File: config.mk
export PLATFORM = sky130hd
export DESIGN_NAME = mbt_ctrl
export DESIGN_NICKNAME = d
export VERILOG_FILES = /design/src/rtl/mbt_pkg.sv /design/src/rtl/mbt_ctrl.sv
export SDC_FILE = /design/constraint.sdc
export NUM_CORES = 1
export LEC_CHECK = 0
export ABC_CLOCK_PERIOD_IN_PS = 1310
export BUFFER_PORTS_ARGS = -buffer_cell sky130_fd_sc_hd__buf_4
export CAP_MARGIN = 20
export CORE_AREA = 2 2 39 41
export DETAILED_ROUTE_END_ITERATION = 16
export DIE_AREA = 0 0 41 43
export HOLD_SLACK_MARGIN = 0.08
export PLACE_DENSITY = 0.49
export SLEW_MARGIN = 30
export SYNTH_ARGS = -nofsm -noshare
export SYNTH_HDL_FRONTEND = slang
export SYNTH_SLANG_ARGS = --single-unit
File: constraint.sdc
create_clock -name i_clk -period 1.31 [get_ports i_clk]
set_clock_uncertainty 0.1 [all_clocks]
set_input_delay 0.1965 -clock i_clk [delete_from_list [all_inputs] [get_ports i_clk]]
set_output_delay 0.1965 -clock i_clk [all_outputs]
set_load 0.005 [all_outputs]
File: src/rtl/mbt_pkg.sv
// Shared types and constants for the Mandelbrot escape-time test block.
package mbt_pkg;

    // Configuration register indexes
    localparam int CFG_IDX_W = 3;
    localparam logic [CFG_IDX_W-1:0] REG_LEFT_EDGE       = 3'd0;
    localparam logic [CFG_IDX_W-1:0] REG_TOP_EDGE        = 3'd1;
    localparam logic [CFG_IDX_W-1:0] REG_COLUMN_STEP     = 3'd2;
    localparam logic [CFG_IDX_W-1:0] REG_ROW_STEP        = 3'd3;
    localparam logic [CFG_IDX_W-1:0] REG_COLUMNS_IN_USE  = 3'd4;
    localparam logic [CFG_IDX_W-1:0] REG_ITERATION_LIMIT = 3'd5;
    localparam logic [CFG_IDX_W-1:0] REG_ESCAPE_BOUND    = 3'd6;

    // Configuration register file contents
    typedef struct packed {
        logic [31:0] left_edge;
        logic [31:0] top_edge;
        logic [30:0] column_step;
        logic [30:0] row_step;
        logic [15:0] columns_in_use;
        logic [15:0] iteration_limit;
        logic [30:0] escape_bound;
    } t_cfg;

    // Commands from the controller to the datapath
    typedef struct packed {
        logic load;       // take a new pixel, clear the iteration state
        logic div_step;   // one restoring division step
        logic coord_mul;  // column and row times their steps
        logic coord_add;  // add the edges, giving c
        logic iter_mul;   // register the three products of z
        logic iter_upd;   // z = z^2 + c, count up
        logic out_load;   // move the result into the output register
    } t_cmd;

    // Status from the datapath to the controller
    typedef struct packed {
        logic div_last;   // this division step is the final one
        logic stop;       // escaped or iteration limit reached
        logic out_free;   // output register can take a result
    } t_sts;

endpackage

File: src/rtl/mbt_ctrl.sv
// Sequencing state machine for the Mandelbrot escape-time test.
module mbt_ctrl (
    input  logic          i_clk,
    input  logic          i_rst_n,
    input  logic          i_in_valid,
    input  mbt_pkg::t_sts i_sts,
    output mbt_pkg::t_cmd o_cmd,
    output logic          o_in_stall
);

    localparam logic [2:0] ST_IDLE  = 3'd0;
    localparam logic [2:0] ST_DIV   = 3'd1;
    localparam logic [2:0] ST_CMUL  = 3'd2;
    localparam logic [2:0] ST_CADD  = 3'd3;
    localparam logic [2:0] ST_IMUL  = 3'd4;
    localparam logic [2:0] ST_ICHK  = 3'd5;
    localparam logic [2:0] ST_WRITE = 3'd6;

    logic [2:0] r_state;
    logic [2:0] n_state;

    // Next state and command decode
    always_comb begin
        n_state = r_state;
        o_cmd   = '0;
        unique case (r_state)
            ST_IDLE: begin
                if (i_in_valid) begin
                    o_cmd.load = 1'b1;
                    n_state    = ST_DIV;
                end
            end
            ST_DIV: begin
                o_cmd.div_step = 1'b1;
                if (i_sts.div_last) begin
                    n_state = ST_CMUL;
                end
            end
            ST_CMUL: begin
                o_cmd.coord_mul = 1'b1;
                n_state         = ST_CADD;
            end
            ST_CADD: begin
                o_cmd.coord_add = 1'b1;
                n_state         = ST_IMUL;
            end
            ST_IMUL: begin
                o_cmd.iter_mul = 1'b1;
                n_state        = ST_ICHK;
            end
            ST_ICHK: begin
                if (i_sts.stop) begin
                    n_state = ST_WRITE;
                end else begin
                    o_cmd.iter_upd = 1'b1;
                    n_state        = ST_IMUL;
                end
            end
            ST_WRITE: begin
                if (i_sts.out_free) begin
                    o_cmd.out_load = 1'b1;
                    n_state        = ST_IDLE;
                end
            end
            default: begin
                n_state = ST_IDLE;
            end
        endcase
    end

    // State register
    always_ff @(posedge i_clk) begin
        if (!i_rst_n) begin
            r_state <= ST_IDLE;
        end else begin
            r_state <= n_state;
        end
    end

    assign o_in_stall = (r_state != ST_IDLE);

endmodule

==> results of run 1 <==
## placed cells by master (no fill, tap or decap), types with 2 or more instances in the layout
master and count:
dfxtp_4 3, clkbuf_4 3, buf_6 3, nor3b_1 2, buf_4 15, nand3b_1 2
nor2_2 3, nand2_1 2
## logic make-up (layout without fill, tap and decap cells)
| family | count (synthesis) | in the layout |
|---|---|---|
| compound gates | 5 | 5 |
| buf+inv | 4 | 23 |
| flops | 3 | 3 |
| mux | 1 | 1 |
| simple gates | 18 | 18 |
## final cells by class
cell class / count / area, um^2
fillers: 144 / 923.4
multi-input cells: 24 / 192.7
repair buffers: 18 / 146.4
flip-flops and latches: 3 / 71.32
clock buffers: 4 / 26.28
well taps: 16 / 20.02
inverters: 1 / 3.754
## stage by stage
step / hold slack, ns / cells / util (%)
after CTS: 0.1071 / 66 / 33.09
after detailed placement: 0.3557 / 60 / 27.76
after floorplan: 0.2063 / 31 / -
final: 0.1134 / 66 / 33.27
after global routing: 0.1072 / 66 / 33.27
after global placement: 0.3545 / 60 / 27.76
## critical path: cells and delay by family, from the launching register on
| family | cells | cell delay (ns) |
|---|---|---|
| DFF | 1 | 0.35 |
| buffers and inverters | 1 | 0.11 |
| and+or+nand+nor | 2 | 0.48 |
## layer usage
layer  wire length (um)  vias up  GRT usage (%)
met2                272       13          11.56
met1                336      110          13.10
met3                 56        0          4.712
met5                  0        -              0
met4                  0        0          4.000
li1                   -      148              -
## final timing paths
path	from	to
setup / recovery	r_state[0]	o_cmd[6]
hold / removal	i_rst_n	r_state[0]
setup reg to reg	r_state[0]	r_state[1]
hold reg to reg	r_state[2]	r_state[2]
## power groups by stage
stage          combinational, W  sequential (W)  clock [W]
2_1_floorplan         0.0000737        0.000104          0
3_3_place_gp           0.000108        0.000112          0
3_5_place_dp           0.000107        0.000112          0
4_1_cts                0.000126        0.000107   0.000170
5_1_grt                0.000136        0.000108   0.000187
6_report               0.000125        0.000107   0.000164
## repair_timing
action | 4_1_cts | 5_1_grt
buffers inserted | 2 | 0
hold buffers | 0 | 0
endpoints found under the setup margin | 8 | 8
hold endpoints to repair | 0 | 0
pin swaps | 1 | 0
gates resized for setup | 12 | 1
==> results by stage, run 1 <==
Synth:
- The number of flip-flops and latches in the synthesized netlist is 3.
- The share of async-settable or async-resettable flops after synthesis is 0%.
- For this run, the register share of the synthesized area comes to approximately 22%.
- For this run, the number of Yosys warnings is 0.
- The synthesized instance count is 31.
- The synthesized netlist devotes 0% of its cell area to XOR and XNOR gates.
- The dominant register cell in the synthesized netlist is dfxtp_1.
- Measured against the total synthesized area, the mux share comes to 5.479%.
- Yosys instantiated no cell more often than nor2_1.
- After synthesis the cells add up to 274.0 um^2.
- Yosys attributes the largest share of cell area to dfxtp_1 (22%), buf_6 (8.2%), nor3b_1 (8.2%).
- The dominant combinational cell family by area after synthesis is simple AND/OR/NAND/NOR gates.
- In this run, synthesis inferred 0 flip-flops with an integrated enable.
- The net count after synthesis is 37.
- The adder-cell share of the synthesized area is 0%.
- The area fraction of the dominant cell type after synthesis is 21.92%.
- The fraction of the mapped netlist area in compound gates is 17.81%.
- The synthesized netlist contains 21 unique library cells.
- Averaged over all synthesized cells, the footprint is 8.839 um^2.
- In the synthesized netlist, the cells that appear most often are nor2_1 (4), dfxtp_1 (3), nor3b_1 (3).
- The dominant cell type by area after synthesis is dfxtp_1.
- The simple-gate share of the synthesized area is 42.47%.

Power:
- Combinational cells account for a little under a third of the total power.
- The completed layout was analyzed and its total power is 0.0003962 W.
- In this run the power density over the cells is 860.6 nW/um^2.
- Registers are responsible for a little over a quarter of the overall power.
- The static leakage is 0.1917 nW.
- The internal power summed over all cells is 0.0002905 W.
- The clock network accounts for 41.4% of the total power.
- The switching power is 0.0001057 W.
- The proportion of total power due to net switching is 26.68%.
- The largest vdd supply drop is 349.1 uV.

Run:
- The tool flagged a number of max-cap violations equal to 0.

Finish:
- The largest registers in the layout are r_state x3.
- The number of flip-flops under the largest register name is 3.
- Cells with a size suffix above 1 make up between 60% and 70% of the layout.
- The area growth from synthesis to layout is 68.04%.
- The final antenna diode count is 0.
- Once layout is done, the placed cells without fillers occupy 460.4 um^2.
- The register ranked first by flip-flop count is r_state.
- The net count of the finished layout is between 50 and 60.

Timing:
- Setup repair after global routing could not meet its margin everywhere.
- After layout, the worst setup slack is -0.1590 ns.
- At the pin with the least slew margin, the transition time is approximately 0.28 ns.
- The fraction of the cycle the final worst path needs is 112.1%.
- The number of pins with negative max-slew slack in the final report is 0.
- The number of setup violations in the final report is 4.
- The smallest clock period supported by the final layout is computed as 1.469 ns.
- Setup total negative slack on the finished layout was measured at -0.3300 ns.
- Headroom to the max-slew limit came out at 81.18%.
- The number of hold violations in the final report came to 0.
- Based on the critical path, the design can be clocked at up to 680.7 MHz.

Worst setup path:
- In this run the register-to-register setup slack is 0.07 ns.
- The worst setup path is of the register to primary output kind.
- The largest incremental delay on the critical path is 0.39 ns.
- On the critical path, the stage with the largest delay is an instance of or3_4.
- STA classifies the critical path startpoint as a register.
- Data on the critical path is required at its endpoint by 1.01 ns.
- The worst setup path is captured at a primary output.
- The endpoint arrival time on the critical path is 1.17 ns.
- Of all nets on the critical path, the largest fanout is 6.
- Measured in cells, the most critical reg-to-reg path has a length of 4.
- The critical path goes through or3_4 > nor2_2 > buf_4.

Global routing:
- The total routing resource utilization after global routing is 9.319%.
- The total congestion overflow is 0.
- The via count of the first global-routing pass is 274.
- The first-pass GRT wire length is 1104 um.
- The number of antenna violations at the first check in global routing came to 0.
- Entering global routing, the biggest net connects 10 pins.

Clock network:
- After clock tree synthesis, the clock-pin slew on the worst setup and hold paths is 0.04 ns.
- The CTS H-tree depth is 1.
- Counting every sink on the clock net gives 3.
- The clock passes through at most 2 buffers.
- At the later pin of the worst-skew pair, clock insertion delay measures 0.24 ns.
- The cell at the root of the clock tree is clkbuf_4.
- TritonCTS built the clock tree.
- The number of buffers inserted during clock tree synthesis is 3.

Floorplanning:
- The die is around 41 um wide.
- The die is 43 um tall.
- In this run the standard cell core region covers 1384 um^2.
- In this run the core area contains 14 standard-cell rows.
- The die covers 1763 um^2.
- Once the floorplan was initialized, standard cells occupied between 10% and 20% of the core.
- The number of I/O pins is 14.

Routing:
- Detailed routing inserted a total of 271 vias.
- After the first detailed-routing iteration, the DRC count stood at 3.
- The first detailed-routing pass ran for 3 iterations.
- The DRC violation count after routing is 0.
- The vias per cell is 4.106.
- The final layout contains routed wiring with a total length of 665 um.
- The number of antenna-violating nets in the routed design is 0.
- The wire length per cell after detailed routing is 10.08 um.

Outcome:
- The final reports fail on negative setup slack.
- The flow ran to the end, but the final reports show violations.

Worst hold path:
- The number of instances on the worst hold path is 2.
- The type of the worst min-delay path is input port to register.

Placed design:
- The setup slack after placement is 0.03685 ns.
- The number of I/O port buffers is 13.
- The last weighted congestion value of the routability-driven placer is 0.6313.
- The total placed instance area is 384.1 um^2.
(Power assumes the default switching activity.)
==> inputs of run 2 (changes only) <==
- GPL_TIMING_DRIVEN: default -> 0
==> results by stage, run 2 (same netlist as run 1, synthesis figures left out) <==
Worst setup path:
- The startpoint identified for the worst register-to-register timing path is r_state[0].
- The endpoint arrival time on the critical path is 1.23 ns (+0.06 ns).
- The register-to-register path setup slack was -0.17 ns (-0.24 ns).
- In this run the worst setup path terminates at o_cmd[6].
- The path depth of the worst reg2reg path is 6 (+2).
- The worst setup path is launched from a register.
- The maximum fanout count along the critical path was 10 (+4).
- The critical path data required time is 1.01 ns (about the same).
- The critical path is of the register to primary output type.
- The timing startpoint of the critical path is r_state[1].
- STA classifies the critical path endpoint as a primary output.
- The endpoint identified for the worst register-to-register timing path is r_state[1].

Finish:
- The final instance area is 570.5 um^2 (+24%).
- In the final layout, the registers with the most flip-flops are r_state x3.
- The final core utilization is 41.23% (+8.0 points).
- The number of flip-flops under the largest register name is 3 (unchanged).
- The register ranked first by flip-flop count is r_state.
- The final antenna diode count is 0 (unchanged).
- The layout filler cell count is 140 (-2.8%).
- In the layout the commonest cells are buf_4 (18), buf_6 (9), nor3b_2 (3), clkbuf_4 (3), dfxtp_2 (3).
- The fraction of layout instances using a drive strength above 1 was 77.97% (+10 points).
- The most common library cell in the layout ignoring fill and taps is buf_4.
- The area added between synthesis and finish is 108.2%.
- The post-layout net count was 66 (+16%).

Clock network:
- The CTS H-tree depth is 1 (unchanged).
- The number of clock sinks is 3 (unchanged).
- The cell at the root of the clock tree is clkbuf_4.
- TritonCTS built the clock tree.
- The post-CTS clock slew at the launch and capture registers of the worst setup and hold paths is 0.04 ns (about the same).
- The post-cts hold buffer count is 0 (unchanged).
- The clock latency reported for the late side of the worst-skew pair was 0.23 ns (about the same).
- The number of buffers inserted during clock tree synthesis was 3 (unchanged).
- The maximum buffer depth of the clock tree came to 2 (unchanged).

Floorplanning:
- The overall die height was 43 um (unchanged).
- The area enclosed by the die boundary is 1763 um^2 (unchanged).
- The starting density of the core is 19.80% (unchanged).
- The count of standard-cell rows is 14 (unchanged).
- The horizontal extent of the die is 41 um (unchanged).
- The area inside the core boundary is 1384 um^2 (unchanged).
- The number of I/O pins was 14 (unchanged).

Routing:
- The wire length per cell after detailed routing came to 10.93 um (+8.5%).
- The number of DRC markers after the initial detailed-route iteration is 2 (-1).
- The via total after detailed routing was 309 (+14%).
- The number of antenna-violating nets in the routed design is 0 (unchanged).
- The total length of routed wires is 820 um (+23%).
- The DRC violation count after routing is 0 (unchanged).
- The vias per cell is 4.120 (+0.34%).
- The first-pass iteration count of the detailed router was 3 (unchanged).

Timing:
- The actual transition at the worst max-transition pin is 0.2406 ns (-0.03772 ns).
- The number of hold violations in the final report is 0 (unchanged).
- The number of pins with negative max-slew slack in the final report came to 0 (unchanged).
- The number of setup violations in the final report is 9 (+5).
- The setup TNS is -1.105 ns (-0.7751 ns).
- Setup repair after global routing could not meet its margin everywhere.
- The setup slack of the critical path after layout is -0.2171 ns (-0.05805 ns).
- The worst-case headroom to the max-slew limit is 83.73% (+2.6 points).
- The maximum frequency from static timing analysis is 654.8 MHz (-3.8%).
- The clock period minus final worst setup slack was 1.527 ns (+0.05805 ns).
- The fraction of the cycle the final worst path needs was 116.6% (+4.4 points).
- The worst slack on hold paths was 0.1121 ns (-0.001336 ns).

Placed design:
- The last weighted congestion value of the routability-driven placer is 0.6049 (-4.2%).
- The total placed instance area is 391.6 um^2 (+2.0%).
- The setup slack after placement is -0.007695 ns (-0.04454 ns).
- The number of I/O port buffers is 13 (unchanged).

Global routing:
- The number of antenna violations at the first check in global routing is 0 (unchanged).
- The via count of the first global-routing pass is 299 (+9.1%).
- The total congestion overflow is 0 (unchanged).
- The total routing resource utilization after global routing is 10.81% (+1.5 points).
- The largest net degree at the start of global routing was 11 (+1).
- The first-pass GRT wire length is 1269 um (+15%).

Run:
- The count of max-cap constraint violations is 0 (unchanged).

Worst hold path:
- The worst hold path begins at i_rst_n.
- The type of the worst min-delay path is input port to register.

Power:
- The largest vdd supply drop is 283.5 uV (-19%).
- The static leakage is 0.2579 nW (+35%).
- The power density over the cells is 767.0 nW/um^2 (-11%).

Outcome:
- The checks that failed: negative setup slack.
- The run finished, with violations left.
==> run 2: changes by cell type in the layout (fill, tap and decap cells not counted), sizes merged <==
cell  before  now
buf       18   27
==> run 2: critical path: stages (launching register included) <==
cell and delay [ns]:
dfxtp_2 0.33, buf_6 0.14, or3_4 0.34, nor2_2 0.08, buf_4 0.11
==> run 2: through the flow <==
step	std cells	power, W
finish	75	0.0004376
global route	75	0.0004623
CTS	72	0.0004266
detailed placement	60	0.0002239
global placement	60	0.0002235
floorplan	31	0.0001772
==> run 2: worst min path at each step <==
stage | endpoint | slack [ns] | cells after the start
4_1_cts | r_state[1] | 0.11 | 3
3_5_place_dp | r_state[0] | 0.36 | 2
2_1_floorplan | r_state[1] | 0.21 | 2
3_3_place_gp | r_state[1] | 0.36 | 3
6_report | r_state[1] | 0.11 | 3
5_1_grt | r_state[1] | 0.11 | 3
==> run 2: area by class of cell <==
type                            instances  area (um^2)  area share [%]
Clock buffer                            4        26.28           4.605
Inverter                                1        3.754          0.6579
Sequential cell                         3        63.81           11.18
Tap cell                               16        20.02           3.509
Multi-Input combinational cell         24        220.2           38.60
Timing Repair Buffer                   24        202.7           35.53
Buffer                                  3        33.78           5.921
==> run 2: power breakdown <==
group / internal [W] / leakage (nW) / total (W) / switching (W)
Combinational: 0.000109 / 0.217 / 0.000171 / 0.0000619
Clock: 0.000114 / 0.0150 / 0.000162 / 0.0000477
Sequential: 0.0000996 / 0.0258 / 0.000105 / 0.00000515
Total: 0.000323 / 0.258 / 0.000438 / 0.000115
==> run 2: timing repair <==
action | 4_1_cts | 5_1_grt
pin swaps | 6 | 5
gates resized for setup | 16 | 5
endpoints found under the setup margin | 8 | 10
setup buffers | 8 | 5
==> run 2: routing by layer <==
| layer | global-route usage, % | wire (um) | vias to the layer above |
|---|---|---|---|
| met3 | 1.571 | 47 | 2 |
| met2 | 15.31 | 397 | 11 |
| li1 | - | - | 162 |
| met1 | 14.01 | 367 | 134 |
| met4 | 8.000 | 8 | 0 |
| met5 | 0 | 0 | - |
